## config.mk

```make
export PLATFORM = sky130hd
export DESIGN_NAME = lnso_merge
export DESIGN_NICKNAME = d
export VERILOG_FILES = /design/src/rtl/lnso_pkg.sv /design/src/rtl/lnso_merge.sv
export SDC_FILE = /design/constraint.sdc
export NUM_CORES = 1
export LEC_CHECK = 0
export BUFFER_PORTS_ARGS = -buffer_cell sky130_fd_sc_hd__buf_4
export CAP_MARGIN = 5
export CORE_MARGIN = 5
export CORE_UTILIZATION = 45
export CTS_CLUSTER_DIAMETER = 60
export DETAILED_ROUTE_END_ITERATION = 6
export GPL_ROUTABILITY_DRIVEN = 1
export HOLD_SLACK_MARGIN = 0.15
export PLACE_DENSITY = 0.77
export SYNTH_ARGS = -nofsm -noshare
export SYNTH_HDL_FRONTEND = slang
export SYNTH_SLANG_ARGS = --single-unit
export TNS_END_PERCENT = 5
```

## constraint.sdc

```tcl
create_clock -name clk -period 3.8 [get_ports clk]
set_input_delay 0.57 -clock clk [delete_from_list [all_inputs] [get_ports clk]]
set_output_delay 0.57 -clock clk [all_outputs]
set_load 0.005 [all_outputs]
```

## src/rtl/lnso_pkg.sv

```systemverilog
// shared types and constants for the scale-only layer normalization block
// no dependencies
package lnso_pkg;

    localparam int LANES     = 8;
    localparam int LANE_SH   = 3;
    localparam int VAL_W     = 16;
    localparam int SUM_W     = 25;
    localparam int RL_W      = 9;
    localparam logic [RL_W-1:0] RL_RESET = 9'd384;
    localparam int MEAN_W    = SUM_W - LANE_SH;
    localparam int D_W       = MEAN_W + 1;
    localparam int MAG_W     = D_W - 1;
    localparam int SQL_W     = 2 * MAG_W;
    localparam int RSTD_W    = 25;
    localparam int P1_W      = MAG_W + RSTD_W;
    localparam int LIM_SHIFT = 48;
    localparam int LIM_W     = LIM_SHIFT + 1;
    localparam int VAR_W     = SQL_W;
    localparam int DVR_W     = VAR_W + 1;

    localparam logic OP_SCALE = 1'b0;
    localparam logic OP_DATA  = 1'b1;

    typedef struct packed {
        logic valid;
        logic emit;
        logic last;
    } lnso_tag_t;

    typedef struct packed {
        logic en;
        logic emit;
    } lnso_lane_ctl_t;

endpackage

```

## src/rtl/lnso_merge.sv

```systemverilog
// merge stage: adds the lane squares of a group and accumulates over the row
// depends on lnso_pkg
module lnso_merge #(
    parameter int SQ_W = 53
) (
    input  logic                          clk,
    input  logic                          rst_n,
    input  logic                          en,
    input  logic                          clear,
    input  lnso_pkg::lnso_tag_t           tag,
    input  logic [lnso_pkg::SQL_W-1:0]    sq [lnso_pkg::LANES],
    output logic [SQ_W-1:0]               acc,
    output logic                          done
);
    import lnso_pkg::*;

    logic [SQ_W-1:0] tree_next;
    logic [SQ_W-1:0] tree_reg;
    logic            tv_reg;
    logic            tl_reg;
    logic [SQ_W-1:0] acc_reg;
    logic            done_reg;

    always_comb
    begin
        tree_next = '0;
        for (int i = 0; i < LANES; i++)
            tree_next = tree_next + SQ_W'(sq[i]);
    end

    always_ff @(posedge clk)
    begin
        if (en)
            tree_reg <= tree_next;
    end

    always_ff @(posedge clk or negedge rst_n)
    begin
        if (!rst_n)
        begin
            tv_reg   <= 1'b0;
            tl_reg   <= 1'b0;
            acc_reg  <= '0;
            done_reg <= 1'b0;
        end
        else
        begin
            if (en)
            begin
                tv_reg <= tag.valid && !tag.emit;
                tl_reg <= tag.last;
            end
            if (clear)
            begin
                acc_reg  <= '0;
                done_reg <= 1'b0;
            end
            else if (en && tv_reg)
            begin
                acc_reg <= acc_reg + tree_reg;
                if (tl_reg)
                    done_reg <= 1'b1;
            end
        end
    end

    assign acc  = acc_reg;
    assign done = done_reg;

endmodule

```

==> flow_summary.ini <==
[die]
dieArea_um2 = 39100
core_area_um2 = 34700
ios = 413
initial_core_util = 0.457
chipWidth_um = 198
rows = 68
die_h_um = 198

[routing]
postRouteAntennaNets = 0
wl_um = 41900
vias = 13600
drtPass1Iterations = 5
drt-initial-drc-count = 648
vias_per_cell = 4.98
wire_per_inst_um = 15.3
route.detailed.drc = 0

[clock_network]
path_clk_slew_ps = 70
clk_latency_ps = 360
cts_max_path_buffers = 2
cts_hold_buf = 0
numCtsBuffers = 9
cts.sinks = 103
root_buffer = clkbuf_16
cts_tree = done
htreeDepth = 3

[grt]
grt_start_max_net_pins = 64
track_usage = 0.216
grt_pass1_vias = 14700
grt_first_pass_wirelength_um = 69200
grt_overflow = 0
antenna_found_initial = 0

[logic_synthesis]
muxShareOfSynthArea = 0.000710
synth_top_family_by_area = adder cells
synth_compound_area_frac = 0.143
synthTopCellsByArea = fa_1, inv_1, edfxtp_1, dfrtp_1, ha_1
seq_area_frac_synth = 0.177
synth_seq_cells = 103
syn_area_per_cell_um2 = 9.05
synth_edf_count = 47
synth-warning-count = 0
synth.top_cell.area_share = 0.333
async_flop_share = 0.544
yosysTopAreaCell = fa_1
synthDistinctLibCells = 74
synthXorXnorAreaFrac = 0.0436
synth_area_um2 = 15900
synth_simple_gate_area_frac = 0.0928
synthesis.nets = 2470
synthFlopType = dfrtp_1
syn_inst = 1753
synth-adder-area-share = 0.407

[worst_setup_path]
critPathMaxFanout = 3
start_kind = input port
cp_cell_sequence = buf_4, inv_8, fa_1, inv_1, fa_1, fa_1, inv_2, fa_1, inv_2, ha_4, a211oi_2, o31a_1, or3_4, a31oi_4, nand3_4, o31ai_4, a21oi_2, o41a_1, xnor2_1
cp_slowest_cell = fa_1
critPathMaxStageDelay_ps = 530
crit_top_cell = fa_1
critPathRequiredTime_ps = 3920
crit_arrival_ps = 5200
endpoint_kind = flip-flop
path_delay_family = adder cells
r2r_start = acc[0]
cp-startpoint = sq[223]
critPathBufInv = 5
r2r_end = acc[52]
ff2ff_path_depth = 11
path_class = in -> reg
rrSetupSlack_ps = 340

[sta]
slew_violations = 0
period_share = 1.34
fmax_mhz = 197
rsz0062_at_grt = true
relSlewSlack = 0.494
worst_pin_slew_ps = 759
final_critical_path_setup_slack_ps = -1280
min_period_ps = 5080
fin_worst_skew_ps = 7.97
hold_viol_final = 0
fin_hold_ws_ps = 288
setup_viol = 39

[layout]
final_nets = 2993
largest_register_ffs = 53
fin_util = 0.607
num-fill-cells = 2909
most-common-layout-cells = buf_4, inv_1, fa_1, a21oi_1, nand2_1
layout_commonest_cell = buf_4
layout-drive-gt1-share = 0.286
antennaDiodeCount = 0
areaGrowthSynthToFinish_pct = 32.9

[place]
dp_hpwl_um = 36600
portBuffers = 412
gp_congestion = 0.907

[power_and_ir_drop]
cellPowerDensity_nw_per_um2 = 936
pwr-share-comb = 0.838
power_frac_clock = 0.045
swShare = 0.443
switchingPower_w = 0.00873
power_frac_seq = 0.117
power.static_leakage_nw = 11.3
peakVddDrop_uv = 584
p_int_w = 0.0110

[hold_path]
hold_path.class = in -> async

[run]
cap_viol_max_count = 0

[run_status]
status = complete, but fails checks
violations = negative setup slack
## how the worst max path moves through the flow
stage / to / slack (ps) / cells past startpoint
finish: tree_reg[45] / -1280 / 19
global route: tree_reg[45] / -1410 / 19
CTS: tree_reg[45] / -1310 / 19
detailed placement: tree_reg[44] / -2140 / 21
global placement: tree_reg[44] / -2070 / 21
floorplan: tree_reg[45] / -1460 / 18
## synthesized netlist by cell type (all sizes together), types with 5 or more instances
cell,n
a21o,47
o211ai,6
edfxtp,47
and3,11
a211oi,16
a21oi,130
clkbuf,30
dfrtp,56
or3,9
and2,10
nor2,48
nand4,13
o31ai,12
a221oi,6
nor4,5
xor2,29
o21ai,48
a211o,7
nand2,118
fa,264
a31oi,5
nor3b,6
nor3,18
nand3,28
nor2b,10
ha,94
a21boi,8
and4,7
o21bai,14
o21a,17
inv,518
buf,14
nor4b,7
xnor2,50
## routing by layer
metal  GRT usage  part of all wire  vias up
met5           0                 0        -
met4      0.0408             0.016        0
met3      0.0364             0.062       52
met2       0.381              0.51      395
met1       0.283              0.41     6633
li1            -                 -     6534
## worst register-to-register path: cells and delay by family (launching register included)
family / cells / cell delay, ps
compound gates: 7 / 2020
simple gates: 2 / 490
fa+ha+maj: 2 / 480
flops: 1 / 390
## final cells by class
cell class	instances	area (µm²)	share of cell area
Clock buffer	10	239	0.0113
Multi-Input combinational cell	1088	11300	0.535
Tap cell	455	569	0.0270
Inverter	518	1960	0.0929
Clock inverter	6	35.0	0.00166
Sequential cell	103	2810	0.133
Timing Repair Buffer	556	4190	0.199
## cells by family after synthesis
group                    Yosys count
adder cells (fa/ha/maj)          358
AO/OA/AOI/OAI                    348
AND/OR/NAND/NOR                  302
XOR/XNOR                          79
buffers and inverters            562
multiplexers                       1
flip-flops                       103
## what timing repair did
action | 4_1_cts | 5_1_grt
pin swaps | 30 | 12
resized for setup | 33 | 33
setup endpoints to repair | 40 | 41
gates cloned | 0 | 0
buffers inserted | 1 | 3
## power groups by stage
| stage | combinational [W] | sequential (W) | clock [W] |
|---|---|---|---|
| CTS | 0.0160 | 0.00230 | 0.000905 |
| global route | 0.0184 | 0.00233 | 0.000946 |
| detailed placement | 0.0154 | 0.00232 | 0 |
| finish | 0.0165 | 0.00231 | 0.000886 |
| global placement | 0.0151 | 0.00232 | 0 |
| floorplan | 0.00944 | 0.00221 | 0 |
## per-stage QoR
step           worst slack (ps)  std cells  instance area [µm²]  power (W)  setup TNS (ps)
6_report                  -1280       2736                21100     0.0197          -31190
3_3_place_gp              -2070       2716                20500     0.0174          -57060
2_1_floorplan             -1460       1753                16000     0.0116          -35990
5_1_grt                   -1410       2736                21100     0.0217          -35770
3_5_place_dp              -2140       2716                20500     0.0177          -58950
4_1_cts                   -1310       2733                20900     0.0192          -32490
Power figures use the tool's default switching activity.
