`config.mk`:
```
export PLATFORM = sky130hd
export DESIGN_NAME = lnso_isqrt
export DESIGN_NICKNAME = d
export VERILOG_FILES = /design/src/rtl/lnso_pkg.sv /design/src/rtl/lnso_isqrt.sv
export SDC_FILE = /design/constraint.sdc
export NUM_CORES = 1
export LEC_CHECK = 0
export BUFFER_PORTS_ARGS = -buffer_cell sky130_fd_sc_hd__buf_4
export CAP_MARGIN = 0
export CORE_MARGIN = 5
export CORE_UTILIZATION = 31
export DETAILED_ROUTE_END_ITERATION = 7
export PLACE_DENSITY = 0.43
export SYNTH_ARGS = -nofsm -noshare
export SYNTH_HDL_FRONTEND = slang
export SYNTH_SLANG_ARGS = --single-unit
```
`constraint.sdc`:
```
create_clock -name clk -period 7.1 [get_ports clk]
set_input_delay 1.775 -clock clk [delete_from_list [all_inputs] [get_ports clk]]
set_output_delay 1.775 -clock clk [all_outputs]
set_load 0.01 [all_outputs]
```
`src/rtl/lnso_pkg.sv`:
```
// shared types and constants for the scale-only layer normalization block
// no dependencies
package lnso_pkg;

    localparam int LANES     = 8;
    localparam int LANE_SH   = 3;
    localparam int VAL_W     = 16;
    localparam int SUM_W     = 25;
    localparam int RL_W      = 9;
    localparam logic [RL_W-1:0] RL_RESET = 9'd384;
    localparam int MEAN_W    = SUM_W - LANE_SH;
    localparam int D_W       = MEAN_W + 1;
    localparam int MAG_W     = D_W - 1;
    localparam int SQL_W     = 2 * MAG_W;
    localparam int RSTD_W    = 25;
    localparam int P1_W      = MAG_W + RSTD_W;
    localparam int LIM_SHIFT = 48;
    localparam int LIM_W     = LIM_SHIFT + 1;
    localparam int VAR_W     = SQL_W;
    localparam int DVR_W     = VAR_W + 1;

    localparam logic OP_SCALE = 1'b0;
    localparam logic OP_DATA  = 1'b1;

    typedef struct packed {
        logic valid;
        logic emit;
        logic last;
    } lnso_tag_t;

    typedef struct packed {
        logic en;
        logic emit;
    } lnso_lane_ctl_t;

endpackage

```
`src/rtl/lnso_isqrt.sv`:
```
// digit-by-digit integer square root, one result bit per cycle
// depends on lnso_pkg
module lnso_isqrt (
    input  logic                          clk,
    input  logic                          rst_n,
    input  logic                          start,
    input  logic [lnso_pkg::LIM_W-1:0]    radicand,
    output logic                          done,
    output logic [lnso_pkg::RSTD_W-1:0]   root
);
    import lnso_pkg::*;

    logic [LIM_W-1:0] op_reg;
    logic [LIM_W-1:0] res_reg;
    logic [LIM_W-1:0] bit_reg;
    logic             busy_reg;
    logic             done_reg;
    logic [LIM_W-1:0] trial;
    logic             ge;

    assign trial = res_reg + bit_reg;
    assign ge    = op_reg >= trial;

    always_ff @(posedge clk or negedge rst_n)
    begin
        if (!rst_n)
        begin
            op_reg   <= '0;
            res_reg  <= '0;
            bit_reg  <= '0;
            busy_reg <= 1'b0;
            done_reg <= 1'b0;
        end
        else
        begin
            done_reg <= 1'b0;
            if (start && !busy_reg)
            begin
                op_reg   <= radicand;
                res_reg  <= '0;
                bit_reg  <= LIM_W'(1) << (LIM_W - 1);
                busy_reg <= 1'b1;
            end
            else if (busy_reg)
            begin
                if (ge)
                begin
                    op_reg  <= op_reg - trial;
                    res_reg <= (res_reg >> 1) + bit_reg;
                end
                else
                begin
                    res_reg <= res_reg >> 1;
                end
                bit_reg <= bit_reg >> 2;
                if (bit_reg[0])
                begin
                    busy_reg <= 1'b0;
                    done_reg <= 1'b1;
                end
            end
        end
    end

    assign done = done_reg;
    assign root = res_reg[RSTD_W-1:0];

endmodule

```
==> results.md <==
* Status: finished, final reports clean
* Critical Path Start Type: flip-flop
* 1st-pass router iterations at 5
* Skew-Pair Late Insertion Delay at 440 ps
* Sw Pwr at 3.164 mW
* RSZ-0062 raised after global routing: no
* Final Max Slew Viols at 0
* Synth warnings at 0
* Top post-synthesis cells by area: dfrtp_1 (27%), ha_1 (11%), nand2_1 (7.2%)
* WHS Path Cells at 1
* Relative slew slack at 0.4150
* Slew @ Worst Pin at 873.6 ps
* Post-Synth Simple-Gate Area at 0.1881
* Worst Path Arrival at 6540 ps
* Syn nets at 1593
* CTS root buf: clkbuf_16
* Setup-failing EPs final at 0
* Hold Path Class: flip-flop to flip-flop
* Max FO, Critical Path at 34
* R2R setup slack at 830 ps
* First-pass GRT wire length at 57.17 mm
* Hold Path Sink: op_reg[43]
* Die height at 202.8 microns
* Layout cells sized above 1 at 0.1146
* Largest family of logic cells by synthesized area: compound AO/OA/AOI/OAI gates
* FF-to-FF End: op_reg[15]
* GP Congestion at 0.8363
* Fin crit period at 6270 ps
* Fin Setup TNS at 0 ps
* PD cells at 502.8 mW/mm^2
* CTS buffer count at 17
* Post-route cell area at 0.01284 sq mm
* Asr flop ratio synth at 1.000
* # port buffers at 77
* Fraction of power consumed by combinational cells at 0.648
* DRC Markers at 0
* Via count at 10191
* Routed WL per cell at 18.37 microns
* Synth cell types at 78
* CP Capture Type: flip-flop
* Row count at 70
* CTS resizes at 0
* Longest Clk Path Bufs at 2
* MaxCap Viol Count at 0
* Slowest stage delay, CP at 580 ps
* H-Tree Depth at 4
* Most common cell in the netlist: nand2_1
* Vias in the first global route at 9936
* WS Path Type: flip-flop to flip-flop
* Internal at 3.293 mW
* Switch share at 0.4900
* VDD IR max at 0.0001773 V
* CTS hold repair buffers at 0
* Post-synth top area share at 0.2714
* Post-Route Skew at 10.87 ps
* Yosys reg bits at 125
* Overall fraction of global-route tracks in use at 0.1732
* Fmax at 0.1595 GHz
* Die width at 202.8 microns
* Initial antenna violation count at 0
* Synthesized area at 0.01153 sq mm
* GRT Residual Overflow at 0
* Final period util at 0.8831
* Hold_sp: op_reg[43]
* Ant. Diodes at 0
* Reg2Reg Depth at 23
* Clock power frac at 0.145
* CP dominant cell by count: a31oi_1
* Setup repair bufs after CTS at 0
* Register area share after synthesis at 0.2714
* Compound-cell area share of the yosys netlist at 0.2620
* Net count, final at 1596
* CTS tree: yes
* Ports at 78
* CP Cell Sequence: ha_1 -> a31oi_1 -> o21bai_1 -> a31oi_1 -> o311a_1 -> o21a_2 -> o21ba_2 -> o21bai_2 -> a31o_2 -> a31o_2 -> a31oi_1 -> xor2_1 -> ha_1 -> nand3_1 -> nor2_1 -> nand2_1 -> nor4_1 -> a221oi_1 -> a21boi_4 -> nor2_4 -> buf_4 -> mux2i_1 -> o21ai_0
* Critical Path RT at 7370 ps
* Final WL at 35.35 mm
* Final Hold Viols at 0
* Mux contribution to synthesized area at 0.007815
* Lkg Pwr at 5.416 nW
* DR iter-0 viols at 632
* Post-Synth XOR/XNOR Area at 0.1033
* Clk pin slew, worst setup/hold paths at 70 ps
* Post-synth EDFFs at 0
* Slowest CP cell: a31oi_1
* Core area at 0.03670 sq mm
* Initial cell density of the core at 0.3141
* Vias per Instance at 5.294
* Area growth syn-to-layout at 11.42%
* Ys flop type: dfrtp_1
* Sequential share of power at 0.207
* Antenna viol nets, final at 0
* DP Area at 0.01223 sq mm
* Die ar. at 0.04114 sq mm
* Synthesized instance count at 1441
* HPWL after DPL at 26.13 mm
* Reg2reg start: res_reg[2]
* Largest net degree at the start of global routing at 76
* Top cells by count, synth: nand2_1 (220), nor2_1 (131), dfrtp_1 (125)
* CTS Sinks at 125
* Avg Cell Area, Syn at 8.000 sq um
* Post-synth top area cell: dfrtp_1
* Adder-Cell Fraction of Synth Area at 0.1092
-- layer usage --
layer	global-route usage	share of wire
met1	0.2690	0.54
met2	0.2497	0.41
met3	0.02571	0.039
met4	0.04292	0.012
met5	0	0
-- worst max-delay path by stage --
stage | from | cells after the start | end | slack [ps]
floorplan | res_reg[2] | 24 | op_reg[12] | 2220
global placement | res_reg[2] | 23 | op_reg[5] | 790
detailed placement | res_reg[2] | 23 | op_reg[15] | 790
CTS | res_reg[2] | 23 | op_reg[15] | 740
global route | res_reg[0] | 25 | op_reg[15] | 320
finish | res_reg[2] | 23 | op_reg[15] | 830
-- critical path: cells and delay by family, from the launching register on --
kind	cells	cell delay, ps
XOR/XNOR	1	100
adder cells (fa/ha/maj)	2	750
flip-flops	1	440
AND/OR/NAND/NOR	5	1120
buffers and inverters	1	460
AO/OA/AOI/OAI	13	2960
multiplexers	1	240
-- power by group through the flow --
stage                     combinational (mW)  sequential [mW]  clock (mW)
after CTS                               4.19             1.33       0.965
final                                   4.19             1.34       0.934
after floorplan                         3.41             1.17           0
after global routing                    4.67             1.38       0.996
after detailed placement                4.18             1.34           0
after global placement                  4.18             1.34           0
-- stage by stage --
step	instances	util	setup slack [ps]	power (mW)	hold slack (ps)
after global routing	1925	0.3500	321.4	7.045	574.9
final	1925	0.3500	829.8	6.458	532.0
after global placement	1893	0.3334	792.7	5.524	502.4
after CTS	1925	0.3500	735.9	6.492	542.0
after floorplan	1441	-	2224	4.589	478.9
after detailed placement	1893	0.3334	793.6	5.520	526.7
-- placed cells by master (no fill, tap or decap), types with 9 or more instances in the layout --
cell type	n
nand2_1	219
nor2_1	129
dfrtp_1	124
o21ai_0	107
ha_1	99
a21oi_1	94
buf_4	86
a31oi_1	70
xor2_1	69
xnor2_1	67
a22o_1	39
nand3_1	28
nand4_1	26
a21o_1	26
inv_1	23
o21bai_1	18
nor2b_1	18
clkbuf_16	17
nor3_1	15
o21a_1	12
nand2b_1	11
mux2i_1	9
-- cell families after synthesis --
family | count (synthesis)
simple gates | 493
compound gates | 451
xor+xnor | 136
buf+inv | 127
flops | 125
fa+ha+maj | 100
mux | 9
-- final cells by class --
class | count | area (sq um)
Clock inverter | 14 | 170.2
Fill cell | 3859 | 23850
Sequential cell | 125 | 3129
Inverter | 23 | 86.33
Clock buffer | 18 | 439.2
Tap cell | 468 | 585.6
Multi-Input combinational cell | 1189 | 7756
Timing Repair Buffer | 88 | 676.9
Power figures use the tool's default switching activity.
