## src/rtl/lnso_pkg.sv

```systemverilog
// shared types and constants for the scale-only layer normalization block
// no dependencies
package lnso_pkg;

    localparam int LANES     = 8;
    localparam int LANE_SH   = 3;
    localparam int VAL_W     = 16;
    localparam int SUM_W     = 25;
    localparam int RL_W      = 9;
    localparam logic [RL_W-1:0] RL_RESET = 9'd384;
    localparam int MEAN_W    = SUM_W - LANE_SH;
    localparam int D_W       = MEAN_W + 1;
    localparam int MAG_W     = D_W - 1;
    localparam int SQL_W     = 2 * MAG_W;
    localparam int RSTD_W    = 25;
    localparam int P1_W      = MAG_W + RSTD_W;
    localparam int LIM_SHIFT = 48;
    localparam int LIM_W     = LIM_SHIFT + 1;
    localparam int VAR_W     = SQL_W;
    localparam int DVR_W     = VAR_W + 1;

    localparam logic OP_SCALE = 1'b0;
    localparam logic OP_DATA  = 1'b1;

    typedef struct packed {
        logic valid;
        logic emit;
        logic last;
    } lnso_tag_t;

    typedef struct packed {
        logic en;
        logic emit;
    } lnso_lane_ctl_t;

endpackage

```

## src/rtl/lnso_lane.sv

```systemverilog
// one lane core: deviation, shared multiplier for square or scaling, rounding
// depends on lnso_pkg
module lnso_lane (
    input  logic                                  clk,
    input  lnso_pkg::lnso_lane_ctl_t              ctl,
    input  logic signed [lnso_pkg::VAL_W-1:0]     x,
    input  logic signed [lnso_pkg::VAL_W-1:0]     w,
    input  logic signed [lnso_pkg::MEAN_W-1:0]    mean,
    input  logic        [lnso_pkg::RSTD_W-1:0]    rstd,
    output logic        [lnso_pkg::SQL_W-1:0]     sq,
    output logic signed [lnso_pkg::VAL_W-1:0]     norm
);
    import lnso_pkg::*;

    logic signed [D_W-1:0] d;
    logic [MAG_W-1:0]  dmag_next;
    logic [VAL_W-1:0]  wmag_next;
    logic [MAG_W-1:0]  dmag_reg;
    logic              dneg_reg;
    logic [VAL_W-1:0]  wmag_reg;
    logic              wneg_reg;
    logic [RSTD_W-1:0] opb;
    logic [P1_W-1:0]   p1_next;
    logic [P1_W-1:0]   p1_reg;
    logic              neg3_reg;
    logic [VAL_W-1:0]  wmag3_reg;
    logic [39:0]       plo_next;
    logic [38:0]       phi_next;
    logic [39:0]       plo_reg;
    logic [38:0]       phi_reg;
    logic              neg4_reg;
    logic [63:0]       p2;
    logic [63:0]       rnd;
    logic [35:0]       mag;

    assign d         = D_W'(x) - D_W'(mean);
    assign dmag_next = d[D_W-1] ? MAG_W'(-d) : MAG_W'(d);
    assign wmag_next = w[VAL_W-1] ? VAL_W'(-w) : VAL_W'(w);

    assign opb     = ctl.emit ? rstd : RSTD_W'(dmag_reg);
    assign p1_next = P1_W'(dmag_reg) * P1_W'(opb);

    assign plo_next = 40'(p1_reg[23:0]) * 40'(wmag3_reg);
    assign phi_next = 39'(p1_reg[P1_W-1:24]) * 39'(wmag3_reg);

    always_ff @(posedge clk)
    begin
        if (ctl.en)
        begin
            dmag_reg  <= dmag_next;
            dneg_reg  <= d[D_W-1];
            wmag_reg  <= wmag_next;
            wneg_reg  <= w[VAL_W-1];
            p1_reg    <= p1_next;
            neg3_reg  <= dneg_reg ^ wneg_reg;
            wmag3_reg <= wmag_reg;
            plo_reg   <= plo_next;
            phi_reg   <= phi_next;
            neg4_reg  <= neg3_reg;
        end
    end

    assign sq  = p1_reg[SQL_W-1:0];
    assign p2  = {1'b0, phi_reg, 24'b0} + 64'(plo_reg);
    assign rnd = p2 + (64'(1) << 27);
    assign mag = rnd[63:28];

    always_comb
    begin
        if (neg4_reg)
        begin
            if (mag > 36'd32768)
                norm = 16'sh8000;
            else
                norm = VAL_W'(-mag);
        end
        else
        begin
            if (mag > 36'd32767)
                norm = 16'sh7fff;
            else
                norm = mag[VAL_W-1:0];
        end
    end

endmodule

```

## config.mk

```make
export PLATFORM = sky130hd
export DESIGN_NAME = lnso_lane
export DESIGN_NICKNAME = d
export VERILOG_FILES = /design/src/rtl/lnso_pkg.sv /design/src/rtl/lnso_lane.sv
export SDC_FILE = /design/constraint.sdc
export NUM_CORES = 2
export LEC_CHECK = 0
export ABC_AREA = 1
export ABC_CLOCK_PERIOD_IN_PS = 7500
export BUFFER_PORTS_ARGS = -buffer_cell sky130_fd_sc_hd__buf_2
export CORE_ASPECT_RATIO = 0.8
export CORE_UTILIZATION = 31
export DETAILED_ROUTE_END_ITERATION = 6
export HOLD_SLACK_MARGIN = 0.15
export PLACE_DENSITY = 0.47
export SYNTH_ARGS = -nofsm -noshare
export SYNTH_HDL_FRONTEND = slang
export SYNTH_SLANG_ARGS = --single-unit
```

## constraint.sdc

```tcl
create_clock -name clk -period 7.5 [get_ports clk]
set_input_delay 1.5 -clock clk [delete_from_list [all_inputs] [get_ports clk]]
set_output_delay 1.5 -clock clk [all_outputs]
set_load 0.05 [all_outputs]
```

==> summary.txt <==
Status
  – Status: completed

Worst setup path
  – Startpoint types: input port
  – Worst EP arrival: around 7700 ps
  – CP max FO: 8
  – Worst-case reg-to-reg path depth: 24
  – Critical Path End Type: flop
  – Data required, critical path: around 7800 ps
  – Setup CP Type: input port to flop

Yosys
  – Register bit count reported by yosys: 160
  – Register area share after synthesis: approximately 9.3%
  – Leading post-synthesis cells by cell area: fa_1 41%, nand2_1 12%, inv_1 12%, ha_1 11%, edfxtp_1 9.3%
  – Area fraction of the dominant cell type after synthesis: between 40% and 50%
  – Mapped Cells: approximately 6500
  – Mux contribution to synthesized area: 0%
  – Syn. warnings: 0
  – Syn nets: 8073
  – Simple-gate share of the synthesized area: 17.9%
  – Largest family of logic cells by synthesized area: adder cells
  – Compound-Gate Fraction of Synth Area: under 10%
  – Synth Area in Adders: about half
  – XOR/XNOR Fraction of Synth Area: ~2.8%
  – Synthesized area per cell: approximately 8.0 um^2
  – Count of cell types in the netlist: 44
  – Cell area after synthesis: 51800 um^2
  – Area leader, netlist: fa_1

Clock network
  – Clock latency on the worst-skew pair: roughly 520 ps
  – Reg clk slew, reported paths: around 70 ps
  – Clk root buf: clkbuf_16
  – Cts hold-fix bufs: 0
  – Clock Sinks: 160
  – CTS max path bufs: 2
  – Total CTS buffers: 17
  – CTS tree: built
  – H-tree depth: 4

Hold path
  – Hold Crit Class: flop to flop
  – Worst hold stages: 0

Drt
  – Routed WL: approximately 160000 um
  – Vias: around 41000
  – First-pass iteration count of the detailed router: 5
  – Initial detailed-routing violation count: ~2500
  – Drt wl/cell: between 15 and 20 um
  – Number of remaining DRC errors: 0
  – Via/cell ratio: around 4.6
  – Routed Antenna Nets: 0

Die
  – Die X-Extent: around 460 um
  – Die Y: between 300 and 400 um
  – # IOs: between 100 and 150
  – Row count: 133
  – Core area: roughly 170000 um^2
  – Die Area: ~170000 um^2
  – Starting Density: 31.4%

GRT
  – Initial antenna violation count: 0
  – Vias in the first global route: between 40000 and 50000
  – Largest net degree at the start of global routing: 58
  – First-pass GRT wire length: 256000 um
  – Overall routing resource usage: between 10% and 20%
  – GRT overflow: 0

STA
  – Final Max Tran Viols: 0
  – Hold Vio Cnt, Final: 0
  – Period minus WS final: 7410 ps
  – FMAX: 135 MHz
  – Final period util: 98.8%
  – Final setup fails: 0
  – Skew final: 18.0 ps
  – Worst-Margin Slew: roughly 1400 ps
  – Unrepaired setup endpoints after global routing: true
  – Max-slew headroom: 4.23%

Finish
  – Cell Count, Final, Fillers Out: ~9000
  – # fillers: approximately 17000
  – Commonest non-fill, non-tap cell in the layout: nand2_1
  – # nets final: between 8000 and 9000
  – Layout cell share with drive strength beyond 1: between 10% and 20%
  – Max reg flops: 47
  – Most frequent cells in the layout: 1656 x nand2_1, 1577 x inv_1, 1043 x fa_1, 451 x nor2_1, 425 x ha_1
  – Antenna cells: 0
  – Area Growth Syn to Fin: 12.7%

Placement
  – DP Wirelength: ~140000 um
  – GP Congestion: roughly 0.92
  – Placed insts: a little under 9000
  – IO buf count: about 140

Run
  – MaxCap Viol Count: 0
routing by layer:
metal,up-vias,part of all wire (%),GRT usage (%)
li1,19400,-,-
met1,20600,48,28.6
met2,1021,44,31.1
met3,131,5.0,2.20
met4,0,2.1,4.26
met5,-,0,0
cells by family (layout without fill, tap and decap cells):
| kind of cell | count (synthesis) | count (layout) |
|---|---|---|
| compound gates | 395 | 395 |
| xor+xnor | 165 | 165 |
| fa+ha+maj | 1493 | 1493 |
| buf+inv | 1920 | 2170 |
| flops | 160 | 160 |
| simple gates | 2365 | 2365 |
layout make-up:
| class | instances | area, um^2 | area share, % |
|---|---|---|---|
| clock inverter | 14 | 156 | 0.268 |
| sequential | 160 | 4800 | 8.23 |
| timing repair buffer | 534 | 4000 | 6.85 |
| multi-input combinational | 4418 | 40100 | 68.7 |
| timing repair inverter | 2 | 22.5 | 0.0386 |
| clock buffer | 17 | 425 | 0.729 |
| tap | 2227 | 2790 | 4.77 |
| inverter | 1603 | 6050 | 10.4 |
synth_stat cells (all sizes together):
master	instances
o21a	29
o21ai	108
a31oi	24
a41oi	1
or2	2
nand3	118
nand4	29
o221ai	6
a21boi	5
o211ai	7
nand2	1672
nor4	11
o21bai	12
nor2	483
clkbuf	254
o2111ai	4
and3	4
a21oi	174
nor3b	4
inv	1597
fa	1055
a22oi	1
xor2	112
a21o	16
nor3	31
a221oi	4
edfxtp	160
buf	63
clkinv	6
xnor2	53
ha	438
nand3b	11
o31ai	4
worst paths after layout:
kind                                    from            to  slack, ps
worst max-delay path                  ctl[0]    p1_reg[45]         90
worst min-delay path             wmag_reg[6]  wmag3_reg[6]        420
worst max register to register  wmag3_reg[3]   phi_reg[32]        570
worst min register to register   wmag_reg[6]  wmag3_reg[6]        420
worst max-delay path, stage by stage:
cell and delay [ps]:
buf_16 140, clkinv_16 80, buf_8 130, o21a_1 200, inv_2 120, buf_8 160
nor2_4 40, fa_1 510, fa_1 540, fa_1 560, fa_2 620, fa_2 430
fa_1 590, inv_1 80, fa_1 500, inv_2 50, ha_4 230, a21oi_2 140
inv_2 60, a21oi_2 180, o21ai_2 80, a21oi_2 110, o21ai_2 100, a21oi_2 130
buf_4 120, o211ai_1 80, xor2_1 160
through the flow:
step / instance area [um^2] / setup TNS (ps) / utilization (%) / hold slack, ps / worst slack, ps
6_report: 58400 / 0 / 35.4 / 418 / 89.2
2_1_floorplan: 52000 / -69.4 / - / 400 / -59.4
5_1_grt: 58400 / -310 / 35.4 / 425 / -77.7
4_1_cts: 57700 / -0.214 / 35.0 / 420 / -0.214
3_5_place_dp: 57100 / -18180 / 34.6 / 405 / -805
3_3_place_gp: 57100 / -17200 / 34.6 / 403 / -816
timing repair:
action / CTS / global route
cloned: 0 / 3
hold endpoints to repair: 0 / 0
resized for setup: 14 / 131
setup buffers: 1 / 21
setup endpoints to repair: 17 / 26
pin swaps: 0 / 38
Power is not shown: default switching activity piles up to over one toggle a cycle in this logic, so the estimate is an artifact.
