[config.mk]
export PLATFORM = sky130hd
export DESIGN_NAME = lnso_div
export DESIGN_NICKNAME = d
export VERILOG_FILES = /design/src/rtl/lnso_div.sv
export SDC_FILE = /design/constraint.sdc
export NUM_CORES = 1
export LEC_CHECK = 0
export BUFFER_PORTS_ARGS = -buffer_cell sky130_fd_sc_hd__buf_2
export CAP_MARGIN = 0
export CORE_UTILIZATION = 50
export CTS_CLUSTER_DIAMETER = 30
export DETAILED_ROUTE_END_ITERATION = 6
export PLACE_DENSITY = 0.77
export RECOVER_POWER = 25
export SYNTH_ARGS = -nofsm -noshare
export SYNTH_HDL_FRONTEND = slang
export SYNTH_SLANG_ARGS = --single-unit
export TNS_END_PERCENT = 1
[constraint.sdc]
create_clock -name clk -period 3.95 [get_ports clk]
set_input_delay 0.1975 -clock clk [delete_from_list [all_inputs] [get_ports clk]]
set_output_delay 0.1975 -clock clk [all_outputs]
set_load 0.03 [all_outputs]
[src/rtl/lnso_div.sv]
// restoring unsigned divider, one quotient bit per cycle
// no dependencies
module lnso_div #(
    parameter int DVD_W = 53,
    parameter int DVR_W = 45
) (
    input  logic             clk,
    input  logic             rst_n,
    input  logic             start,
    input  logic [DVD_W-1:0] dividend,
    input  logic [DVR_W-1:0] divisor,
    output logic             busy,
    output logic             done,
    output logic [DVD_W-1:0] quotient
);
    localparam int CNT_W = $clog2(DVD_W + 1);

    logic [DVD_W-1:0] q_reg;
    logic [DVR_W-1:0] rem_reg;
    logic [DVR_W-1:0] dvr_reg;
    logic [CNT_W-1:0] cnt_reg;
    logic             busy_reg;
    logic             done_reg;
    logic [DVR_W:0]   rem_sh;
    logic [DVR_W:0]   diff;
    logic             ge;

    assign rem_sh = {rem_reg, q_reg[DVD_W-1]};
    assign diff   = rem_sh - {1'b0, dvr_reg};
    assign ge     = !diff[DVR_W];

    always_ff @(posedge clk or negedge rst_n)
    begin
        if (!rst_n)
        begin
            busy_reg <= 1'b0;
            done_reg <= 1'b0;
            cnt_reg  <= '0;
            q_reg    <= '0;
            rem_reg  <= '0;
            dvr_reg  <= '0;
        end
        else
        begin
            done_reg <= 1'b0;
            if (start && !busy_reg)
            begin
                q_reg    <= dividend;
                rem_reg  <= '0;
                dvr_reg  <= divisor;
                cnt_reg  <= CNT_W'(DVD_W);
                busy_reg <= 1'b1;
            end
            else if (busy_reg)
            begin
                q_reg   <= {q_reg[DVD_W-2:0], ge};
                rem_reg <= ge ? diff[DVR_W-1:0] : rem_sh[DVR_W-1:0];
                cnt_reg <= cnt_reg - 1'b1;
                if (cnt_reg == CNT_W'(1))
                begin
                    busy_reg <= 1'b0;
                    done_reg <= 1'b1;
                end
            end
        end
    end

    assign busy     = busy_reg;
    assign done     = done_reg;
    assign quotient = q_reg;

endmodule

==> results.toml, run 1 <==
[status]
run_status = "finished, violations left"
violations = "negative hold slack, max-capacitance violations, max-slew violations"

[logic_synthesis]
yosysTopAreaCell = "dfrtp_1"
synth.distinct_cells = 65
synth_ff_type = "dfrtp_1"
synth_top_area_share_pct = 41.5
synth_area_leaders = "dfrtp_1, mux2i_1, o21ai_0"
seq_area_frac_synth_pct = 41.5
synth_async_sr_flop_share_pct = 100
yosysWarnings = 0
syn_avg_cell_area_um2 = 8.89
synth.cell_area_um2 = 9110
synthesis.nets = 1173
synthCells = 1024
synth_edf_count = 0
ys_seq_elements = 151

[sta]
rsz0062_at_grt = "false"
tightest_slew_ns = 2.45
min_period_over_period_pct = 84.5
setup_tns_ns = 0
finalClockSkew_ns = 0.0106
setup_viol = 0
relSlewSlack_pct = -63.1
hold-worst-slack_ns = -0.000286
max_freq_mhz = 300
hold_viol = 1
fin_crit_ns = 3.34
maxSlewViolCount = 103

[critical_path]
path_common_cell = "o21ai_2"
worstPathArrival_ns = 3.65
cp_max_fo = 10
cp_slowest_cell = "or3_1"
r2r_cells = 12
worstPathRequired_ns = 4.26
crit_path_max_incr_delay_ns = 0.59
crit_path_end_kind = "register"
setup.worst_path.class = "reg2reg"
cp_cell_sequence = "ha_1 -> a21oi_1 -> o211ai_1 -> a21oi_1 -> o21ai_2 -> o21ai_2 -> o21ai_2 -> mux2i_1 -> or3_1 -> buf_12 -> mux2i_1 -> o21ai_1"
worst_setup_path_start_kind = "register"

[cells_and_area]
layout-drive-gt1-share_pct = 15.8
nFillCells = 1513
layout_common_cells = "nand2_1, dfrtp_1, o21ai_0"
largest_reg_flops = 53
final_common_cell = "nand2_1"
multi_input_area_um2 = 4850
area_delta_synth_final_pct = 20.4
fin_nets = 1340
final-seq-area_um2 = 3780

[cts]
clk_pin_slew_worst_paths_ns = 0.06
cts_root_buffer = "clkbuf_16"
cts_buffers = 17
cts_max_level = 4
cts_tree = "done"
clk_path_buf_depth = 2
clock-sinks = 151
clock_latency_ns = 0.44

[route]
vias_per_cell = 5.62
drt-wirelength-per-cell_um = 15.7
drc = 0
dr.pass1.iters = 5
vias = 8042
wl_um = 22400
drt.antenna.violating_nets = 0
drtIter0Drc = 584

[placement]
io_buffers = 155
gp_congestion = 0.914
hpwl_um = 15600

[global_route]
grt_use_met2_pct = 41.4
met3_usage_pct = 3.85
grt_antenna_before_repair = 1
grt_pass1_wl_um = 36900
grt_use_met1_pct = 32.8
grt_pass1_vias = 7668
overflow = 0
grt_most_used_layer = "met2"
grt_max_degree = 103
grtUsageTotal_pct = 25.1

[die]
die_h_um = 137
pin_count = 156
core_um2 = 17500
die_w_um = 137
die-area_um2 = 18800
initial_core_util_pct = 51.9
row_count = 48

[worst_hold_path]
hold-path-cell-count = 3
hold_class = "in2reg"

[run]
cap_violations = 1
-- cells by family after synthesis --
group	after synthesis	synth area share (%)
mux	70	7.71
fa+ha+maj	48	6.68
simple gates	293	14.6
xor+xnor	40	3.85
compound gates	302	20.3
buf+inv	120	5.45
flops	151	41.5
-- path summary, 6_finish.rpt --
kind                                   startpoint                       end  slack, ns
max                        rem_reg[8]$_DFFE_PN0P_   rem_reg[15]$_DFFE_PN0P_       0.61
min                                    divisor[1]    dvr_reg[1]$_DFFE_PN0P_    -0.0003
max reg2reg                rem_reg[8]$_DFFE_PN0P_   rem_reg[15]$_DFFE_PN0P_       0.61
min reg2reg                cnt_reg[5]$_DFFE_PN0P_    cnt_reg[5]$_DFFE_PN0P_       0.47
max in group asynchronous                   rst_n            busy$_DFF_PN0_       1.10
min in group asynchronous                   rst_n  quotient[31]$_DFFE_PN0P_       1.09
-- synthesized netlist by cell type (6+ instances only) --
cell type  number
a21boi_0        6
a21o_1         17
a21oi_1        53
a32oi_1         6
buf_2          15
clkbuf_1       39
dfrtp_1       151
ha_1           47
inv_1          57
mux2i_1        69
nand2_1       163
nand2b_1        7
nand3_1        33
nand4_1         9
nor2_1         28
nor3_1         14
nor4_1          6
o21ai_0       132
o21ai_1        16
o21bai_1        6
o311ai_0        9
o311ai_1       11
o31ai_1         7
or3_1           7
xnor2_1        20
xor2_1         20
-- critical path, delay by kind of cell, from the launching register on --
kind / cells / cell delay, ns
muxes: 2 / 0.34
and+or+nand+nor: 1 / 0.59
DFF: 1 / 0.40
AOI/OAI and AO/OA: 7 / 1.24
buffers and inverters: 1 / 0.25
adders and majority gates: 1 / 0.38
-- layout make-up --
class	count	area share (%)
inverters	57	1.95
flip-flops and latches	151	34.5
clock inverters	14	1.06
diodes	1	0.0228
clock buffers	18	4.01
multi-input cells	753	44.2
well taps	225	2.57
repair buffers	211	11.7
-- metal layers --
layer,up-vias,wire length [um]
met3,36,821
met4,0,540
met2,189,10700
met1,3861,10400
met5,-,0
li1,3956,-
-- repair_timing --
action	4_1_cts	5_1_grt
endpoints found under the hold margin	142	0
resized for setup	0	0
hold buffers	43	0
buffers inserted	0	0
setup endpoints to repair	0	0
-- stage by stage --
stage / setup WS (ns) / util [%] / instances / hold slack, ns / cell area (um2)
2_1_floorplan: 1.13 / - / 1024 / -0.0981 / 9110
3_3_place_gp: 0.776 / 57.1 / 1354 / 0.359 / 10000
3_5_place_dp: 0.653 / 57.1 / 1354 / 0.368 / 10000
4_1_cts: 0.643 / 62.8 / 1429 / 0.00213 / 11000
5_1_grt: 0.432 / 62.5 / 1430 / 0.0201 / 11000
6_report: 0.612 / 62.5 / 1430 / -0.000286 / 11000
Power of run 1 is left out: the tool's default activity adds up to more than one toggle a clock period on the data nets, which glitch-free logic cannot reach.
==> run 2: changes to the inputs <==
--- a/config.mk
+++ b/config.mk
@@ -10,7 +10,7 @@
 export CORE_UTILIZATION = 50
 export CTS_CLUSTER_DIAMETER = 30
 export DETAILED_ROUTE_END_ITERATION = 6
-export PLACE_DENSITY = 0.77
+export PLACE_DENSITY = 0.8
 export RECOVER_POWER = 25
 export SYNTH_ARGS = -nofsm -noshare
 export SYNTH_HDL_FRONTEND = slang
==> constraint.sdc (replaced) <==
create_clock -name clk -period 2.9 [get_ports clk]
set_input_delay 0.145 -clock clk [delete_from_list [all_inputs] [get_ports clk]]
set_output_delay 0.145 -clock clk [all_outputs]
set_load 0.03 [all_outputs]
==> run 2 against run 1 <==
Setup slack got worse by 0.56 ns. Highest routed layer unchanged. Clock skew hardly changed. Count of clock-buffer cells in the layout fell by 1. The flow finishes with violations (max-capacitance violations, max-slew violations). Non-clock buffer count increased by 82.
==> results.toml, run 2 (synthesized netlist as in run 1, its figures left out) <==
[status]
run_status = "finished, violations left"
violations = "max-capacitance violations, max-slew violations"

[route]
drc = 0
dr_wl_met2_um = 12300
wl_met3_um = 1060
wl_um = 25100
drt-wirelength-per-cell_um = 16.6
wl_met1_um = 11000
drt.antenna.violating_nets = 0
vias = 8530
dr.pass1.iters = 5
routed.top_layer = "met4"
vias_per_cell = 5.65
drtIter0Drc = 712

[critical_path]
setup.worst_path.class = "reg2reg"
crit_path_max_incr_delay_ns = 0.43
cp_cell_sequence = "ha_2 -> nand4_2 -> or3_1 -> nor4_2 -> a21oi_2 -> or3b_4 -> o21ai_2 -> xor2_1 -> mux2i_1 -> o21ai_1"
worstPathArrival_ns = 3.20
crit_path_end_kind = "register"
cp_max_fo = 6
worstPathRequired_ns = 3.25
worst_setup_path_start_kind = "register"
cp_slowest_cell = "or3b_4"

[global_route]
grtUsageTotal_pct = 27.2
grt_antenna_before_repair = 0
grt_max_degree = 103
overflow = 0
grt_pass1_wl_um = 39900
grt_pass1_vias = 8327

[die]
row_count = 48
pin_count = 156
die-area_um2 = 18800
initial_core_util_pct = 51.9
die_h_um = 137
die_w_um = 137
core_um2 = 17500

[sta]
tightest_slew_ns = 1.84
max_freq_mhz = 352
maxSlewViolCount = 75
fin_crit_ns = 2.84
finalClockSkew_ns = 0.0111
timing.final.ws_setup_ns = 0.0567
rsz0062_at_grt = "true"
relSlewSlack_pct = -22.7
hold_viol = 0
setup_viol = 0
min_period_over_period_pct = 98.0

[run]
cap_violations = 1

[cells_and_area]
fin_nets = 1422
largest_reg_flops = 53
layout_common_cells = "nand2_1, dfrtp_1, buf_2"
area_delta_synth_final_pct = 32.1
final_cells = 1511
layout-drive-gt1-share_pct = 26.2
post-route-util_pct = 68.6
antenna_cells = 0
final_common_cell = "nand2_1"

[cts]
clk_pin_slew_worst_paths_ns = 0.07
clk_path_buf_depth = 2
clock-sinks = 151
cts_tree = "done"
cts_buffers = 17
cts_root_buffer = "clkbuf_16"
clock_latency_ns = 0.43
cts_max_level = 4

[placement]
io_buffers = 155
dp.cells = 1421
hpwl_um = 17000
preCtsSetupSlack_ns = -0.132
gp_congestion = 0.923

[worst_hold_path]
hold_class = "in2reg"
[run 2: worst paths after layout]
path	end	slack, ns	cells past startpoint	start
max reg2reg	rem_reg[35]$_DFFE_PN0P_	0.06	10	rem_reg[20]$_DFFE_PN0P_
max in group asynchronous	busy$_DFF_PN0_	0.81	3	rst_n
min in group asynchronous	quotient[32]$_DFFE_PN0P_	0.74	2	rst_n
max	rem_reg[35]$_DFFE_PN0P_	0.06	10	rem_reg[20]$_DFFE_PN0P_
min reg2reg	cnt_reg[2]$_DFFE_PN0P_	0.50	1	cnt_reg[2]$_DFFE_PN0P_
min	quotient[20]$_DFFE_PN0P_	0.009	3	dividend[20]
[run 2: cell type report]
type                       instances  area (um2)
clock buffer                      17         425
multi-input combinational        753        5180
timing repair buffer             293        1990
inverter                          57         214
sequential                       151        3780
tap                              225         282
fill                            1380        5510
clock inverter                    15         156
[run 2: through the flow]
stage	TNS [ns]	hold WS [ns]	cell area (um2)
final	0	0.00910	12000
after global routing	-0.463	0.00780	12000
after CTS	-0.211	0.00133	11700
after detailed placement	-0.753	0.206	10500
after global placement	0	0.205	10500
after floorplan	0	-0.151	9110
[run 2: critical path: cells and delay by family, from the launching register on]
kind            cells  cell delay [ns]
simple gates        4             1.31
xor+xnor            1             0.15
flops               1             0.39
mux                 1             0.08
compound gates      3             0.42
fa+ha+maj           1             0.40
[run 2: routing by layer]
| metal | track usage, % | vias to the layer above |
|---|---|---|
| met1 | 35.0 | 4110 |
| met4 | 11.1 | 0 |
| met5 | 0 | - |
| met2 | 45.1 | 241 |
| met3 | 4.78 | 54 |
| li1 | - | 4125 |
[run 2: timing repair]
item	in CTS	in global routing
resized for setup	11	72
setup endpoints to repair	25	45
hold buffers	51	0
endpoints found under the hold margin	121	0
pin swaps	3	27
cloned	0	1
buffers inserted	0	6
Power of run 2 is left out for the same reason.
